$ cat src/sv/tels_pkg.sv
package tels_pkg;

    localparam int ByteW = 8;

    localparam logic [ByteW-1:0] BYTE_NUL    = 8'h00;
    localparam logic [ByteW-1:0] BYTE_LF     = 8'h0A;
    localparam logic [ByteW-1:0] BYTE_CR     = 8'h0D;
    localparam logic [ByteW-1:0] BYTE_UTF8_0 = 8'hEF;
    localparam logic [ByteW-1:0] BYTE_UTF8_1 = 8'hBB;
    localparam logic [ByteW-1:0] BYTE_UTF8_2 = 8'hBF;
    localparam logic [ByteW-1:0] BYTE_FE     = 8'hFE;
    localparam logic [ByteW-1:0] BYTE_FF     = 8'hFF;

    // line end codes
    localparam logic [1:0] LE_CR   = 2'd0;
    localparam logic [1:0] LE_LF   = 2'd1;
    localparam logic [1:0] LE_CRLF = 2'd2;
    localparam logic [1:0] LE_BAD  = 2'd3;

    // encoding codes
    localparam logic [1:0] ENC_PLAIN = 2'd0;
    localparam logic [1:0] ENC_UTF8  = 2'd1;
    localparam logic [1:0] ENC_UCS2  = 2'd2;

    // configuration register indexes
    localparam logic [1:0] REG_SYSTEM_LINE_END    = 2'd0;
    localparam logic [1:0] REG_ENCODED_MODE       = 2'd1;
    localparam logic [1:0] REG_HOST_LITTLE_ENDIAN = 2'd2;

    // head byte counter values while the mark is undecided
    localparam logic [1:0] CNT_NONE = 2'd0;
    localparam logic [1:0] CNT_ONE  = 2'd1;
    localparam logic [1:0] CNT_TWO  = 2'd2;

    typedef enum logic [1:0] {
        MK_UNDECIDED = 2'd0,
        MK_PLAIN     = 2'd1,
        MK_UTF8      = 2'd2,
        MK_UCS2      = 2'd3
    } mark_kind_t;

    typedef struct packed {
        logic [1:0] system_line_end;
        logic       encoded_mode;
        logic       host_little_endian;
    } cfg_t;

    typedef struct packed {
        logic       accepted;
        logic [1:0] line_end;
        logic       swap_needed;
        logic [1:0] encoding;
    } result_t;

endpackage

$ cat src/sv/tels_cfg_regs.sv
module tels_cfg_regs (
    input  logic               aclk,
    input  logic               aresetn,
    input  logic               cfg_valid,
    output logic               cfg_ready,
    input  logic [1:0]         cfg_index,
    input  logic [1:0]         cfg_data,
    output tels_pkg::cfg_t     cfg
);

    tels_pkg::cfg_t cfg_reg;
    tels_pkg::cfg_t cfg_next;

    assign cfg_ready = 1'b1;
    assign cfg       = cfg_reg;

    always_comb begin
        cfg_next = cfg_reg;
        if (cfg_valid) begin
            case (cfg_index)
                tels_pkg::REG_SYSTEM_LINE_END: begin
                    // out of range code folds onto CRLF
                    cfg_next.system_line_end = (cfg_data == tels_pkg::LE_BAD) ?
                                               tels_pkg::LE_CRLF : cfg_data;
                end
                tels_pkg::REG_ENCODED_MODE: begin
                    cfg_next.encoded_mode = cfg_data[0];
                end
                tels_pkg::REG_HOST_LITTLE_ENDIAN: begin
                    cfg_next.host_little_endian = cfg_data[0];
                end
                default: begin
                    cfg_next = cfg_reg;
                end
            endcase
        end
    end

    always_ff @(posedge aclk) begin
        if (!aresetn) begin
            cfg_reg.system_line_end    <= tels_pkg::LE_LF;
            cfg_reg.encoded_mode       <= 1'b0;
            cfg_reg.host_little_endian <= 1'b1;
        end else begin
            cfg_reg <= cfg_next;
        end
    end

endmodule

$ cat src/sv/tels_scan.sv
module tels_scan (
    input  logic                          aclk,
    input  logic                          aresetn,
    input  logic                          beat_in,
    input  logic [tels_pkg::ByteW-1:0]    data_byte,
    input  logic                          last_byte,
    input  tels_pkg::cfg_t                cfg,
    output logic                          res_valid,
    output tels_pkg::result_t             res
);

    tels_pkg::mark_kind_t           mark_reg, mark_next;
    logic [1:0]                     count_reg, count_next;
    logic [tels_pkg::ByteW-1:0]     head_reg, head_next;
    logic [tels_pkg::ByteW-1:0]     unit_lo_reg, unit_lo_next;
    logic                           phase_reg, phase_next;
    logic                           cr_reg, cr_next;
    logic                           lf_reg, lf_next;
    logic                           bare_reg, bare_next;
    logic                           rej_reg, rej_next;
    logic                           prev_zero_reg, prev_zero_next;

    logic                           b_zero, b_cr, b_lf, h_zero;
    logic                           ucs_mark, utf_start, little;
    logic [1:0]                     le;

    assign b_zero = (data_byte == tels_pkg::BYTE_NUL);
    assign b_cr   = (data_byte == tels_pkg::BYTE_CR);
    assign b_lf   = (data_byte == tels_pkg::BYTE_LF);
    assign h_zero = (head_reg == tels_pkg::BYTE_NUL);

    assign ucs_mark  = (head_reg == tels_pkg::BYTE_FE && data_byte == tels_pkg::BYTE_FF) ||
                       (head_reg == tels_pkg::BYTE_FF && data_byte == tels_pkg::BYTE_FE);
    assign utf_start = (head_reg == tels_pkg::BYTE_UTF8_0) &&
                       (data_byte == tels_pkg::BYTE_UTF8_1);
    assign little    = (head_reg == tels_pkg::BYTE_FF);

    // state update for one beat
    always_comb begin
        mark_next      = mark_reg;
        count_next     = count_reg;
        head_next      = head_reg;
        unit_lo_next   = unit_lo_reg;
        phase_next     = phase_reg;
        cr_next        = cr_reg;
        lf_next        = lf_reg;
        bare_next      = bare_reg;
        rej_next       = rej_reg;
        prev_zero_next = prev_zero_reg;
        if (beat_in) begin
            case (mark_reg)
                tels_pkg::MK_UNDECIDED: begin
                    case (count_reg)
                        tels_pkg::CNT_NONE: begin
                            head_next  = data_byte;
                            count_next = tels_pkg::CNT_ONE;
                            if (last_byte) begin
                                mark_next      = tels_pkg::MK_PLAIN;
                                bare_next      = b_zero;
                                prev_zero_next = b_zero;
                                cr_next        = b_cr;
                                lf_next        = b_lf;
                            end
                        end
                        tels_pkg::CNT_ONE: begin
                            count_next = tels_pkg::CNT_TWO;
                            if (ucs_mark) begin
                                mark_next = tels_pkg::MK_UCS2;
                            end else if (last_byte || !utf_start) begin
                                // held byte and this one scanned as plain text
                                mark_next      = tels_pkg::MK_PLAIN;
                                bare_next      = h_zero | b_zero;
                                rej_next       = h_zero & b_zero;
                                prev_zero_next = b_zero;
                                cr_next        = (head_reg == tels_pkg::BYTE_CR) | b_cr;
                                lf_next        = (head_reg == tels_pkg::BYTE_LF) | b_lf;
                            end
                        end
                        default: begin
                            count_next = tels_pkg::CNT_TWO;
                            if (data_byte == tels_pkg::BYTE_UTF8_2) begin
                                mark_next = tels_pkg::MK_UTF8;
                            end else begin
                                // EF BB carry no zero, CR or LF
                                mark_next      = tels_pkg::MK_PLAIN;
                                bare_next      = b_zero;
                                prev_zero_next = b_zero;
                                cr_next        = b_cr;
                                lf_next        = b_lf;
                            end
                        end
                    endcase
                end
                tels_pkg::MK_PLAIN: begin
                    if (b_zero) begin
                        rej_next  = rej_reg | prev_zero_reg;
                        bare_next = 1'b1;
                    end
                    prev_zero_next = b_zero;
                    cr_next        = cr_reg | b_cr;
                    lf_next        = lf_reg | b_lf;
                end
                tels_pkg::MK_UTF8: begin
                    cr_next = cr_reg | b_cr;
                    lf_next = lf_reg | b_lf;
                end
                default: begin
                    if (!phase_reg) begin
                        unit_lo_next = data_byte;
                        phase_next   = 1'b1;
                    end else begin
                        phase_next = 1'b0;
                        if (little) begin
                            cr_next = cr_reg | (b_zero && unit_lo_reg == tels_pkg::BYTE_CR);
                            lf_next = lf_reg | (b_zero && unit_lo_reg == tels_pkg::BYTE_LF);
                        end else begin
                            cr_next = cr_reg | (b_cr && unit_lo_reg == tels_pkg::BYTE_NUL);
                            lf_next = lf_reg | (b_lf && unit_lo_reg == tels_pkg::BYTE_NUL);
                        end
                    end
                end
            endcase
        end
    end

    // result from the updated flags
    always_comb begin
        if (!cr_next && !lf_next) begin
            le = cfg.system_line_end;
        end else if (cr_next) begin
            le = lf_next ? tels_pkg::LE_CRLF : tels_pkg::LE_CR;
        end else begin
            le = tels_pkg::LE_LF;
        end

        res = '0;
        if (rej_next) begin
            res.encoding    = tels_pkg::ENC_PLAIN;
            res.swap_needed = 1'b0;
            res.line_end    = cfg.system_line_end;
            res.accepted    = 1'b0;
        end else begin
            case (mark_next)
                tels_pkg::MK_UTF8: res.encoding = tels_pkg::ENC_UTF8;
                tels_pkg::MK_UCS2: res.encoding = tels_pkg::ENC_UCS2;
                default:           res.encoding = tels_pkg::ENC_PLAIN;
            endcase
            res.swap_needed = (mark_next == tels_pkg::MK_UCS2) &&
                              (little != cfg.host_little_endian);
            res.line_end    = le;
            res.accepted    = cfg.encoded_mode ||
                              (!bare_next && le == cfg.system_line_end);
        end
    end

    assign res_valid = beat_in && last_byte;

    always_ff @(posedge aclk) begin
        if (!aresetn || res_valid) begin
            mark_reg      <= tels_pkg::MK_UNDECIDED;
            count_reg     <= tels_pkg::CNT_NONE;
            phase_reg     <= 1'b0;
            cr_reg        <= 1'b0;
            lf_reg        <= 1'b0;
            bare_reg      <= 1'b0;
            rej_reg       <= 1'b0;
            prev_zero_reg <= 1'b0;
        end else begin
            mark_reg      <= mark_next;
            count_reg     <= count_next;
            phase_reg     <= phase_next;
            cr_reg        <= cr_next;
            lf_reg        <= lf_next;
            bare_reg      <= bare_next;
            rej_reg       <= rej_next;
            prev_zero_reg <= prev_zero_next;
        end
    end

    always_ff @(posedge aclk) begin
        head_reg    <= head_next;
        unit_lo_reg <= unit_lo_next;
    end

endmodule

$ cat src/sv/tels_out_reg.sv
module tels_out_reg (
    input  logic              aclk,
    input  logic              aresetn,
    input  logic              load,
    input  tels_pkg::result_t res,
    output logic              free,
    output logic              m_tvalid,
    input  logic              m_tready,
    output logic [7:0]        m_tdata
);

    logic              valid_reg, valid_next;
    tels_pkg::result_t data_reg;

    // a new result may land in the same cycle the held one is taken
    assign free       = !valid_reg || m_tready;
    assign valid_next = load || (valid_reg && !m_tready);
    assign m_tvalid   = valid_reg;
    assign m_tdata    = {2'b00, data_reg};

    always_ff @(posedge aclk) begin
        if (!aresetn) begin
            valid_reg <= 1'b0;
        end else begin
            valid_reg <= valid_next;
        end
    end

    always_ff @(posedge aclk) begin
        if (load) begin
            data_reg <= res;
        end
    end

endmodule

$ cat src/sv/text_encoding_line_end_sniffer.sv
// Text head sniffer: finds a UTF-8 or UCS-2 byte order mark, the line end
// style and whether the head looks like text.
// Input channel (s_): one byte of the file head per beat, s_tlast on the
// final byte. Result channel (m_): one beat per head, sent after the final
// byte, carrying encoding, swap flag, line end and the accepted flag.
// Configuration channel (cfg_): register index and data, always ready;
// write only while no head is in progress.
// The result is registered and appears in the cycle after the final input beat.
// Throughput: one byte per cycle while s_tready is high; each byte updates a
// handful of flag registers, and the result lands in a single output register.
// Stall: while the result register is full and m_tready is low, s_tready
// drops; input beats are still taken in the cycle the result is drained.
// Reset (aresetn low, synchronous): detection state and the output valid
// clear, registers return to line end LF, encoded mode off and host
// little endian.
module text_encoding_line_end_sniffer (
    input  logic       aclk,
    input  logic       aresetn,
    input  logic       s_tvalid,
    output logic       s_tready,
    input  logic [7:0] s_tdata,   // [7:0] data_byte
    input  logic       s_tlast,   // last_byte
    output logic       m_tvalid,
    input  logic       m_tready,
    output logic [7:0] m_tdata,   // [1:0] encoding, [2] swap_needed, [4:3] line_end,
                                  // [5] accepted, [7:6] zero
    input  logic       cfg_valid,
    output logic       cfg_ready,
    input  logic [1:0] cfg_index,
    input  logic [1:0] cfg_data
);

    tels_pkg::cfg_t    cfg;
    tels_pkg::result_t res;
    logic              res_valid;
    logic              out_free;
    logic              beat_in;

    assign s_tready = out_free;
    assign beat_in  = s_tvalid && out_free;

    tels_cfg_regs u_cfg (
        .aclk      (aclk),
        .aresetn   (aresetn),
        .cfg_valid (cfg_valid),
        .cfg_ready (cfg_ready),
        .cfg_index (cfg_index),
        .cfg_data  (cfg_data),
        .cfg       (cfg)
    );

    tels_scan u_scan (
        .aclk      (aclk),
        .aresetn   (aresetn),
        .beat_in   (beat_in),
        .data_byte (s_tdata),
        .last_byte (s_tlast),
        .cfg       (cfg),
        .res_valid (res_valid),
        .res       (res)
    );

    tels_out_reg u_out (
        .aclk     (aclk),
        .aresetn  (aresetn),
        .load     (res_valid),
        .res      (res),
        .free     (out_free),
        .m_tvalid (m_tvalid),
        .m_tready (m_tready),
        .m_tdata  (m_tdata)
    );

endmodule
$ cat config.mk
export PLATFORM = sky130hd
export DESIGN_NAME = text_encoding_line_end_sniffer
export DESIGN_NICKNAME = d
export VERILOG_FILES = /design/src/sv/tels_pkg.sv /design/src/sv/tels_cfg_regs.sv /design/src/sv/tels_scan.sv /design/src/sv/tels_out_reg.sv /design/src/sv/text_encoding_line_end_sniffer.sv
export SDC_FILE = /design/constraint.sdc
export NUM_CORES = 1
export LEC_CHECK = 0
export BUFFER_PORTS_ARGS = -buffer_cell sky130_fd_sc_hd__buf_2
export CORE_MARGIN = 5
export CORE_UTILIZATION = 45
export DETAILED_ROUTE_END_ITERATION = 8
export PLACE_DENSITY = 0.65
export SYNTH_ARGS = -nofsm -noshare
export SYNTH_HDL_FRONTEND = slang
export SYNTH_SLANG_ARGS = --single-unit
export TNS_END_PERCENT = 10
$ cat constraint.sdc
create_clock -name aclk -period 3 [get_ports aclk]
set_input_delay 0.3 -clock aclk [delete_from_list [all_inputs] [get_ports aclk]]
set_output_delay 0.3 -clock aclk [all_outputs]
set_load 0.01 [all_outputs]
# [Word level (Yosys, flattened, before mapping)]
# Cells that the tools add are included.
[classes] n_eq_ne=27 mux=53 bitwise=13 reduce_logical=43
[op_table] cell="8-bit == test (second input constant)" count=7
[op_table] cell="8-bit by 4-bit == test with 1-bit output (second input constant)" count=6
[op_table] cell="1-bit two-way mux" count=30
[op_table] cell="8-bit logical NOT" count=3
[op_table] cell="2-bit two-way mux" count=11
[op_table] cell="1-bit one-hot mux with 2 select lines" count=9
[op_table] cell="1-bit logical AND" count=13
[op_table] cell="2-bit == test (second input constant)" count=5
[op_table] cell="1-bit OR" count=10
[op_table] cell="2-bit AND reduction" count=5
[op_table] cell="2-bit one-hot mux with 2 select lines" count=2
[op_table] cell="1-bit logical NOT" count=7
[op_table] cell="2-bit by 1-bit == test with 1-bit output (second input constant)" count=3
[op_table] cell="2-bit logical NOT" count=3
[op_table] cell="1-bit logical OR" count=6
[op_table] cell="3-bit inequality test (second input constant)" count=2
[op_table] cell="3-bit AND reduction" count=2
[op_table] cell="6-bit AND reduction" count=1
[op_table] cell="5-bit two-way mux" count=1
[op_table] cell="4-bit inequality test (second input constant)" count=1
[op_table] cell="3-bit by 2-bit inequality test with 1-bit output (second input constant)" count=1
[op_table] cell="3-bit OR reduction" count=1
[op_table] cell="2-bit == test" count=1
[op_table] cell="1-bit inverter" count=2
[op_table] cell="other kinds (4)" count=4
[word_totals] register_bits=37 inputBits=18 output_inout_bits=11

# [Longest topological paths before layout]
# Gate-level depths: netlist (run 1).
[depth] word_depth=15 depth_mapped=10

# [Hierarchy]
# From an unflattened synthesis (run 1), not the netlist that was laid out.
[hier_totals] cells_unflattened=212 area_unflattened_um2=2072.0
[modules_own_cells] mod="tels_scan" instances=1 cells_each=178 area_per_inst_um2=1632.8 seq_area_each_um2=680.7
[modules_own_cells] mod="tels_out_reg" instances=1 cells_each=13 area_per_inst_um2=247.7 seq_area_each_um2=200.2
[modules_own_cells] mod="tels_cfg_regs" instances=1 cells_each=20 area_per_inst_um2=185.2 seq_area_each_um2=80.1
[modules_own_cells] mod="text_encoding_line_end_sniffer" instances=1 cells_each=1 area_per_inst_um2=6.3 seq_area_each_um2=0.0

# [Worst setup path before layout (run 1)]
# No wires, ideal clock.
[synth_path] path_type="register to register" start="register u_scan.head_reg[0] (netlist bit)" end="register u_out.data_reg, in the netlist u_out.m_tdata[5] (data pin)" setup_time_ns=0.265 t_arrival_ns=1.912 t_required_ns=2.735 slack_ns=0.823 path_stages_with_launch=8 path_buffers=0 synth_period_minus_slack_ns=2.177 path_cell_list="edfxtp_1 > and3_1 > and3_1 > or4_1 > a21oi_2 > o22ai_4 > a211oi_2 > a221oi_2"
[synth_via] elab_chain_cells=15 elab_cells_between_ends=50
[synth_rtl] item="start, declared" line_no="tels_scan.sv:14" rtl="logic [tels_pkg::ByteW-1:0] head_reg, head_next;"
[synth_rtl] item="start signal, assigned" line_no="tels_scan.sv:181" rtl="head_reg <= head_next;"
[synth_rtl] item="8-bit == test" line_no="tels_scan.sv:34" rtl="assign utf_start = (head_reg == tels_pkg::BYTE_UTF8_0) &&"
[synth_rtl] item="1-bit logical AND" line_no="tels_scan.sv:34"
[synth_rtl] item="1-bit logical NOT" line_no="tels_scan.sv:69" rtl="end else if (last_byte || !utf_start) begin"
[synth_rtl] item="1-bit logical OR" line_no="tels_scan.sv:69"
[synth_rtl] item="1-bit two-way mux" line_no="tels_scan.sv:69"
[synth_rtl] item="1-bit two-way mux" line_no="tels_scan.sv:67" rtl="if (ucs_mark) begin"
[synth_rtl] item="1-bit one-hot mux with 2 select lines" line_no="tels_scan.sv:53" rtl="case (count_reg)"
[synth_rtl] item="1-bit one-hot mux with 2 select lines" line_no="tels_scan.sv:51" rtl="case (mark_reg)"
[synth_rtl] item="1-bit two-way mux" line_no="tels_scan.sv:50" rtl="if (beat_in) begin"
[synth_rtl] item="2-bit two-way mux or 1-bit logical NOT (tied branches)" line_no="tels_scan.sv:131, tels_scan.sv:128"
[synth_rtl] item="2-bit two-way mux or 1-bit logical AND (tied branches)" line_no="tels_scan.sv:130, tels_scan.sv:128"
[synth_rtl] item="2-bit two-way mux" line_no="tels_scan.sv:128" rtl="if (!cr_next && !lf_next) begin"
[synth_rtl] item="2-bit == test" line_no="tels_scan.sv:152" rtl="(!bare_next && le == cfg.system_line_end);"
[synth_rtl] item="1-bit logical AND" line_no="tels_scan.sv:152"
[synth_rtl] item="1-bit logical OR" line_no="tels_scan.sv:151" rtl="res.accepted = cfg.encoded_mode ||"
[synth_rtl] item="end signal, assigned" line_no="tels_out_reg.sv:31" rtl="data_reg <= res;"
[synth_rtl] item="end, declared" line_no="tels_out_reg.sv:13" rtl="tels_pkg::result_t data_reg;"
# Several ways; a longest one is shown, not always the timed one.
# A chain may end at the register's enable or synchronous reset.

# [Worst setup path in the final report (run 1)]
[layout_path] start="register u_scan.head_reg[7] (netlist bit)" end="register u_out.data_reg, in the netlist u_out.m_tdata[5] (data pin)"
# Same word-level chain as after synthesis.

==> flow_metrics.env, run 1 <==
export IMPL_outcome="complete, no violations"
export IMPL_reg2reg_depth=8
export IMPL_fin_hold_ws_ns=0.232
export IMPL_final_max_slew_viol_count=0
export IMPL_dp_cells=280
export IMPL_cts_tree="built"
export IMPL_portBuffers=25
export IMPL_netlist_top_cells_area="edfxtp_1, dfxtp_1, nor2_1"
export IMPL_syn_inst=208
export IMPL_path_delay_family="compound AO/OA/AOI/OAI gates"
export IMPL_synth_adder_area_share_pct=2.47
export IMPL_regToRegStartpoint="u_scan.head_reg[7]$_DFFE_PP_"
export IMPL_grt_overflow_total=0
export IMPL_die_area_mm2=0.00594
export IMPL_io_pins=29
export IMPL_hold_viol=0
export IMPL_finalSetupViolations=0
export IMPL_p_clk_share_pct=32.1
export IMPL_place_hpwl_mm=3.48
export IMPL_ys_seq_area_share_pct=47.5
export IMPL_clk_latency_ns=0.28
export IMPL_start_kind="flop"
export IMPL_root_buffer="clkbuf_8"
export IMPL_cp_required_ns=3.03
export IMPL_grt_max_degree=12
export IMPL_grt_pass1_wl_mm=7.30
export IMPL_clkTransAtPathRegs_ns=0.06
export IMPL_antenna_found_initial=0
export IMPL_rows=24
export IMPL_fin_crit_sh_pct=80.4
export IMPL_drc_errors=0
export IMPL_ys_ff_latch=37
export IMPL_finClkSkew_ns=0.00609
export IMPL_maxCapViolCount=0
export IMPL_tightestPinTransition_ns=0.576
export IMPL_rsz0062_at_grt="false"
export IMPL_swShare_pct=24.9
export IMPL_power_leakage_nw=0.897
export IMPL_wl_per_cell_um=15.6
export IMPL_min_from="aresetn"
export IMPL_power_share_combinational_pct=14.2
export IMPL_nets=257
export IMPL_clockBufferDepth=2
export IMPL_synthMuxAreaShare_pct=1.98
export IMPL_avgSynthCellArea_um2=9.73
export IMPL_arrival_ns=2.44
export IMPL_hold_depth=2
export IMPL_die_x_um=77.1
export IMPL_layout_cells_non_filler=288
export IMPL_rrSetupSlack_ns=0.59
export IMPL_total_power_mw=1.08
export IMPL_via_per_inst=5.79
export IMPL_syn_to_final_growth_pct=12.4
export IMPL_synth_edf_count=22
export IMPL_synth_top_area_cell="edfxtp_1"
export IMPL_grt_pass1_vias=1519
export IMPL_synth_warning_count=0
export IMPL_slowest_stage="nor4_1"
export IMPL_drtAntennaViolNets=0
export IMPL_crit_type="reg2reg"
export IMPL_core_mm2=0.00435
export IMPL_cts_repair_resized=0
export IMPL_first_pass_iters=4
export IMPL_synth_top_family_by_area="simple AND/OR/NAND/NOR gates"
export IMPL_p_int_mw=0.810
export IMPL_synthDominantCellAreaShare_pct=32.6
export IMPL_wl_mm=4.49
export IMPL_worstPathMaxFanout=6
export IMPL_slowest_delay_ns=0.46
export IMPL_drive_above_1_share_pct=17.4
export IMPL_htree_levels=2
export IMPL_p_sw_mw=0.268
export IMPL_finalSetupTns_ns=0
export IMPL_hold_path_class="in2reg"
export IMPL_num_vias=1668
export IMPL_gp_congestion=0.850
export IMPL_p_seq_share_pct=53.7
export IMPL_drtIter0Drc=155
export IMPL_period_needed_ns=2.41
export IMPL_syn_cell_area_mm2=0.00202
export IMPL_postSynth_asyncResetShare_pct=0
export IMPL_power_density_mw_per_mm2=474
export IMPL_antenna_cells=0
export IMPL_ir_drop_mv=0.226
export IMPL_crit_chain="nor4_1 -> nand4_1 -> o31ai_1 -> a21oi_1 -> mux2i_1 -> o22ai_4 -> a211oi_2 -> a221oi_2"
export IMPL_reg2reg_to="u_out.m_tdata[5]$_SDFFCE_PP0P_"
export IMPL_grt_usage_pct=15.3
export IMPL_synthFlopType="edfxtp_1"
export IMPL_hold_buffers=0
export IMPL_synth_xor_area_share_pct=1.30
export IMPL_fmax_mhz=415
export IMPL_initial_core_util_pct=46.5
export IMPL_cts_buffers=5
export IMPL_slew_headroom_pct=61.4
export IMPL_cp_num_buf_inv=0
export IMPL_cts_setup_buffers=0
export IMPL_cts_sinks=37
export IMPL_synth_compound_area_share_pct=17.1
export IMPL_die_height_um=77.1
export IMPL_hold_end="u_cfg.cfg[2]$_SDFFE_PN1P_"
export IMPL_endpoint_kind="flop"
export IMPL_synth_simple_area_share_pct=25.7
export IMPL_synthDistinctLibCells=56
==> worst reg2reg max path: cells and delay by family (launching register included) <==
kind | cells | cell delay [ns]
AND/OR/NAND/NOR | 2 | 0.67
flip-flops | 1 | 0.39
multiplexers | 1 | 0.24
AO/OA/AOI/OAI | 5 | 0.85
==> worst max-delay path by stage <==
stage | startpoint | to | slack (ns) | cells past startpoint
after floorplan | u_scan.head_reg[0]$_DFFE_PP_ | u_out.m_tdata[5]$_SDFFCE_PP0P_ | 0.82 | 7
after global placement | s_tdata[7] | u_out.m_tdata[5]$_SDFFCE_PP0P_ | 0.55 | 8
after detailed placement | s_tdata[7] | u_out.m_tdata[5]$_SDFFCE_PP0P_ | 0.51 | 8
after CTS | u_scan.head_reg[7]$_DFFE_PP_ | u_out.m_tdata[5]$_SDFFCE_PP0P_ | 0.60 | 8
after global routing | u_scan.head_reg[0]$_DFFE_PP_ | u_out.m_tdata[5]$_SDFFCE_PP0P_ | 0.40 | 8
final | u_scan.head_reg[7]$_DFFE_PP_ | u_out.m_tdata[5]$_SDFFCE_PP0P_ | 0.59 | 8
==> per-layer routing <==
layer	track usage, %	share of wire (%)
met5	0	0
met4	5.50	1.8
met3	3.98	4.5
met2	23.0	46
met1	21.2	48
==> cell usage in the layout, fill, tap and decap left out, types with 5 or more instances in the layout <==
| cell type | Yosys | routed |
|---|---|---|
| a21oi_1 | 12 | 12 |
| and3_1 | 6 | 6 |
| buf_2 | 2 | 25 |
| clkbuf_8 | 0 | 6 |
| dfxtp_1 | 15 | 15 |
| edfxtp_1 | 22 | 22 |
| inv_1 | 9 | 9 |
| nand2_1 | 14 | 14 |
| nand2b_1 | 5 | 5 |
| nand3_1 | 5 | 5 |
| nor2_1 | 28 | 28 |
| nor2b_1 | 6 | 6 |
| nor3_1 | 6 | 6 |
| o21ai_0 | 6 | 6 |
==> Yosys cell counts (2+ instances only) <==
cell type  instances
xor2_1             2
nor3_1             6
buf_4              3
ha_1               4
o41ai_1            2
clkbuf_1           2
nand3_1            5
nor4_1             3
a211oi_2           2
o21a_1             2
and2_1             2
nand2_1           14
o22ai_1            3
a31oi_1            4
o21ai_0            6
edfxtp_1          22
and3_1             6
mux2i_1            4
nor2b_1            6
nand4_1            4
nand2b_1           5
buf_2              2
dfxtp_1           15
inv_1              9
nor3b_1            3
and4_1             2
a41o_1             2
nor2_1            28
conb_1             2
a21oi_1           12
==> metrics by stage <==
stage | util [%] | worst slack, ns | cell area [µm²]
2_1_floorplan | - | 0.823 | 2030
3_3_place_gp | 50.2 | 0.551 | 2190
3_5_place_dp | 50.2 | 0.509 | 2190
4_1_cts | 52.3 | 0.600 | 2280
5_1_grt | 52.3 | 0.399 | 2280
6_report | 52.3 | 0.588 | 2280
==> cells by family after synthesis <==
kind of cell | count (synthesis)
compound gates | 47
other cells | 2
simple gates | 95
buf+inv | 16
mux | 4
flops | 37
fa+ha+maj | 4
xor+xnor | 3
==> power by group through the flow <==
stage               Clock (mW)  Sequential, mW  Combinational [mW]
floorplan                    0           0.584               0.107
global placement             0           0.590               0.151
detailed placement           0           0.590               0.152
CTS                      0.360           0.578               0.152
global route             0.381           0.581               0.170
finish                   0.346           0.579               0.153
==> layout make-up <==
class                      count  area [µm²]
sequential                    37         961
inverter                       9        33.8
fill                         395        2080
multi-input combinational    156         993
clock buffer                   8        90.1
timing repair buffer          26         133
tap                           52        65.1
Power figures use the tool's default switching activity.
==> run 2, diff against run 1 <==
PLACE_DENSITY = 0.68   (was 0.65)
clock period = 2.1 ns   (was 3 ns; I/O delays follow)
==> run 2 against run 1 <==
Against the previous run:
- the run now ends with negative setup slack left
- largest cell class unchanged
- routed wire length grew 15%
- clock skew increased by 0.0036 ns
- largest power group unchanged
- highest routed layer unchanged
- critical endpoint unchanged
- design area up 18%
==> flow_metrics.env, run 2 (synthesis gave the netlist of run 1 again) <==
export IMPL_outcome="finished with violations"
export IMPL_violations="negative setup slack"
export IMPL_crit_type="reg2reg"
export IMPL_cp_required_ns=2.22
export IMPL_grt_max_degree=12
export IMPL_fmax_mhz=433
export IMPL_cts_setup_buffers=0
export IMPL_grt_usage_pct=17.4
export IMPL_cts_buffers=5
export IMPL_die_x_um=77.1
export IMPL_drive_above_1_share_pct=35.5
export IMPL_nets=300
export IMPL_fin_hold_ws_ns=0.133
export IMPL_via_per_inst=5.52
export IMPL_initial_core_util_pct=46.5
export IMPL_start_kind="flop"
export IMPL_first_pass_iters=4
export IMPL_core_mm2=0.00435
export IMPL_drc_errors=0
export IMPL_power_density_mw_per_mm2=597
export IMPL_arrival_ns=2.43
export IMPL_rows=24
export IMPL_fin_crit_sh_pct=110
export IMPL_endpoint_kind="flop"
export IMPL_finClkSkew_ns=0.00965
export IMPL_grt_pass1_wl_mm=8.31
export IMPL_grt_overflow_total=0
export IMPL_slew_headroom_pct=65.7
export IMPL_final_max_slew_viol_count=0
export IMPL_antenna_found_initial=0
export IMPL_finalSetupViolations=4
export IMPL_slowest_stage="edfxtp_1"
export IMPL_clk_latency_ns=0.30
export IMPL_wl_mm=5.14
export IMPL_drtAntennaViolNets=0
export IMPL_ir_drop_mv=0.451
export IMPL_syn_to_final_growth_pct=32.8
export IMPL_cts_tree="built"
export IMPL_clockBufferDepth=2
export IMPL_period_needed_ns=2.31
export IMPL_tightestPinTransition_ns=0.514
export IMPL_rsz0062_at_grt="true"
export IMPL_worstPathMaxFanout=4
export IMPL_cts_sinks=37
export IMPL_portBuffers=25
export IMPL_hold_path_class="in2reg"
export IMPL_grt_pass1_vias=1757
export IMPL_gp_congestion=0.899
export IMPL_die_area_mm2=0.00594
export IMPL_layout_common_cells="buf_4, nor2_1, buf_2"
export IMPL_num_vias=1827
export IMPL_die_height_um=77.1
export IMPL_layout_setup_ws_ns=-0.208
export IMPL_crit_chain="and4_4 -> and3_4 -> o41ai_2 -> a31oi_1 -> a211oi_2 -> nor3b_2 -> mux2i_1 -> a221oi_2"
export IMPL_drtIter0Drc=172
export IMPL_antenna_cells=0
export IMPL_place_hpwl_mm=3.94
export IMPL_maxCapViolCount=0
export IMPL_hold_buffers=0
export IMPL_clkTransAtPathRegs_ns=0.08
export IMPL_root_buffer="clkbuf_8"
export IMPL_power_leakage_nw=1.12
export IMPL_io_pins=29
export IMPL_hold_viol=0
export IMPL_htree_levels=2
export IMPL_layout_commonest_cell="buf_4"
export IMPL_slowest_delay_ns=0.47
export IMPL_total_power_mw=1.61
export IMPL_wl_per_cell_um=15.5
-- run 2: cell types whose count changed in the layout (fill, tap and decap cells not counted), sizes merged --
cell,delta
clkinv,+2
buf,+43
clkbuf,-2
-- run 2: worst paths after layout --
kind / slack, ns / to / startpoint / cells after the start
setup / recovery: -0.21 / u_out.m_tdata[5]$_SDFFCE_PP0P_ / u_scan.head_reg[5]$_DFFE_PP_ / 8
hold / removal: 0.13 / u_cfg.cfg[2]$_SDFFE_PN1P_ / aresetn / 2
setup reg to reg: -0.21 / u_out.m_tdata[5]$_SDFFCE_PP0P_ / u_scan.head_reg[5]$_DFFE_PP_ / 8
hold reg to reg: 0.50 / u_scan.prev_zero_reg$_SDFFE_PP0P_ / u_scan.prev_zero_reg$_SDFFE_PP0P_ / 2
-- run 2: critical path, delay by kind of cell, from the launching register on --
kind / cells / cell delay [ns]
AOI/OAI and AO/OA: 4 / 0.98
muxes: 1 / 0.10
and+or+nand+nor: 3 / 0.60
DFF: 1 / 0.47
-- run 2: report_power, final --
part           switching (mW)  total [mW]  internal [mW]
clock                   0.251       0.481          0.230
combinational           0.162       0.298          0.137
sequential             0.0245       0.827          0.802
total                   0.438        1.61           1.17
-- run 2: layout make-up --
cell class | count | area (µm²)
sequential | 37 | 961
multi-input combinational | 156 | 1090
clock buffer | 6 | 72.6
clock inverter | 2 | 10.0
inverter | 9 | 33.8
timing repair buffer | 69 | 459
tap | 52 | 65.1
fill | 374 | 1670
-- run 2: per-layer routing --
metal  GRT usage, %  part of all wire, %  vias up
met2           28.5                   48       58
met5              0                    0        -
met4           5.67                  1.4        0
met1           23.3                   45      855
li1               -                    -      908
met3           3.16                  6.0        6
-- run 2: what timing repair did --
item | 4_1_cts | 5_1_grt
endpoints found under the setup margin | 4 | 8
resized for setup | 4 | 9
pin swaps | 4 | 4
-- run 2: metrics by stage --
step	utilization (%)	cell area (µm²)	setup slack [ns]	TNS, ns	instances
CTS	60.7	2640	-0.177	-0.432	331
floorplan	-	2060	0.0380	0	209
global route	61.8	2690	-0.326	-0.995	331
detailed placement	58.2	2540	-0.235	-0.584	323
global placement	58.2	2540	-0.177	-0.513	323
finish	61.8	2690	-0.208	-0.480	331
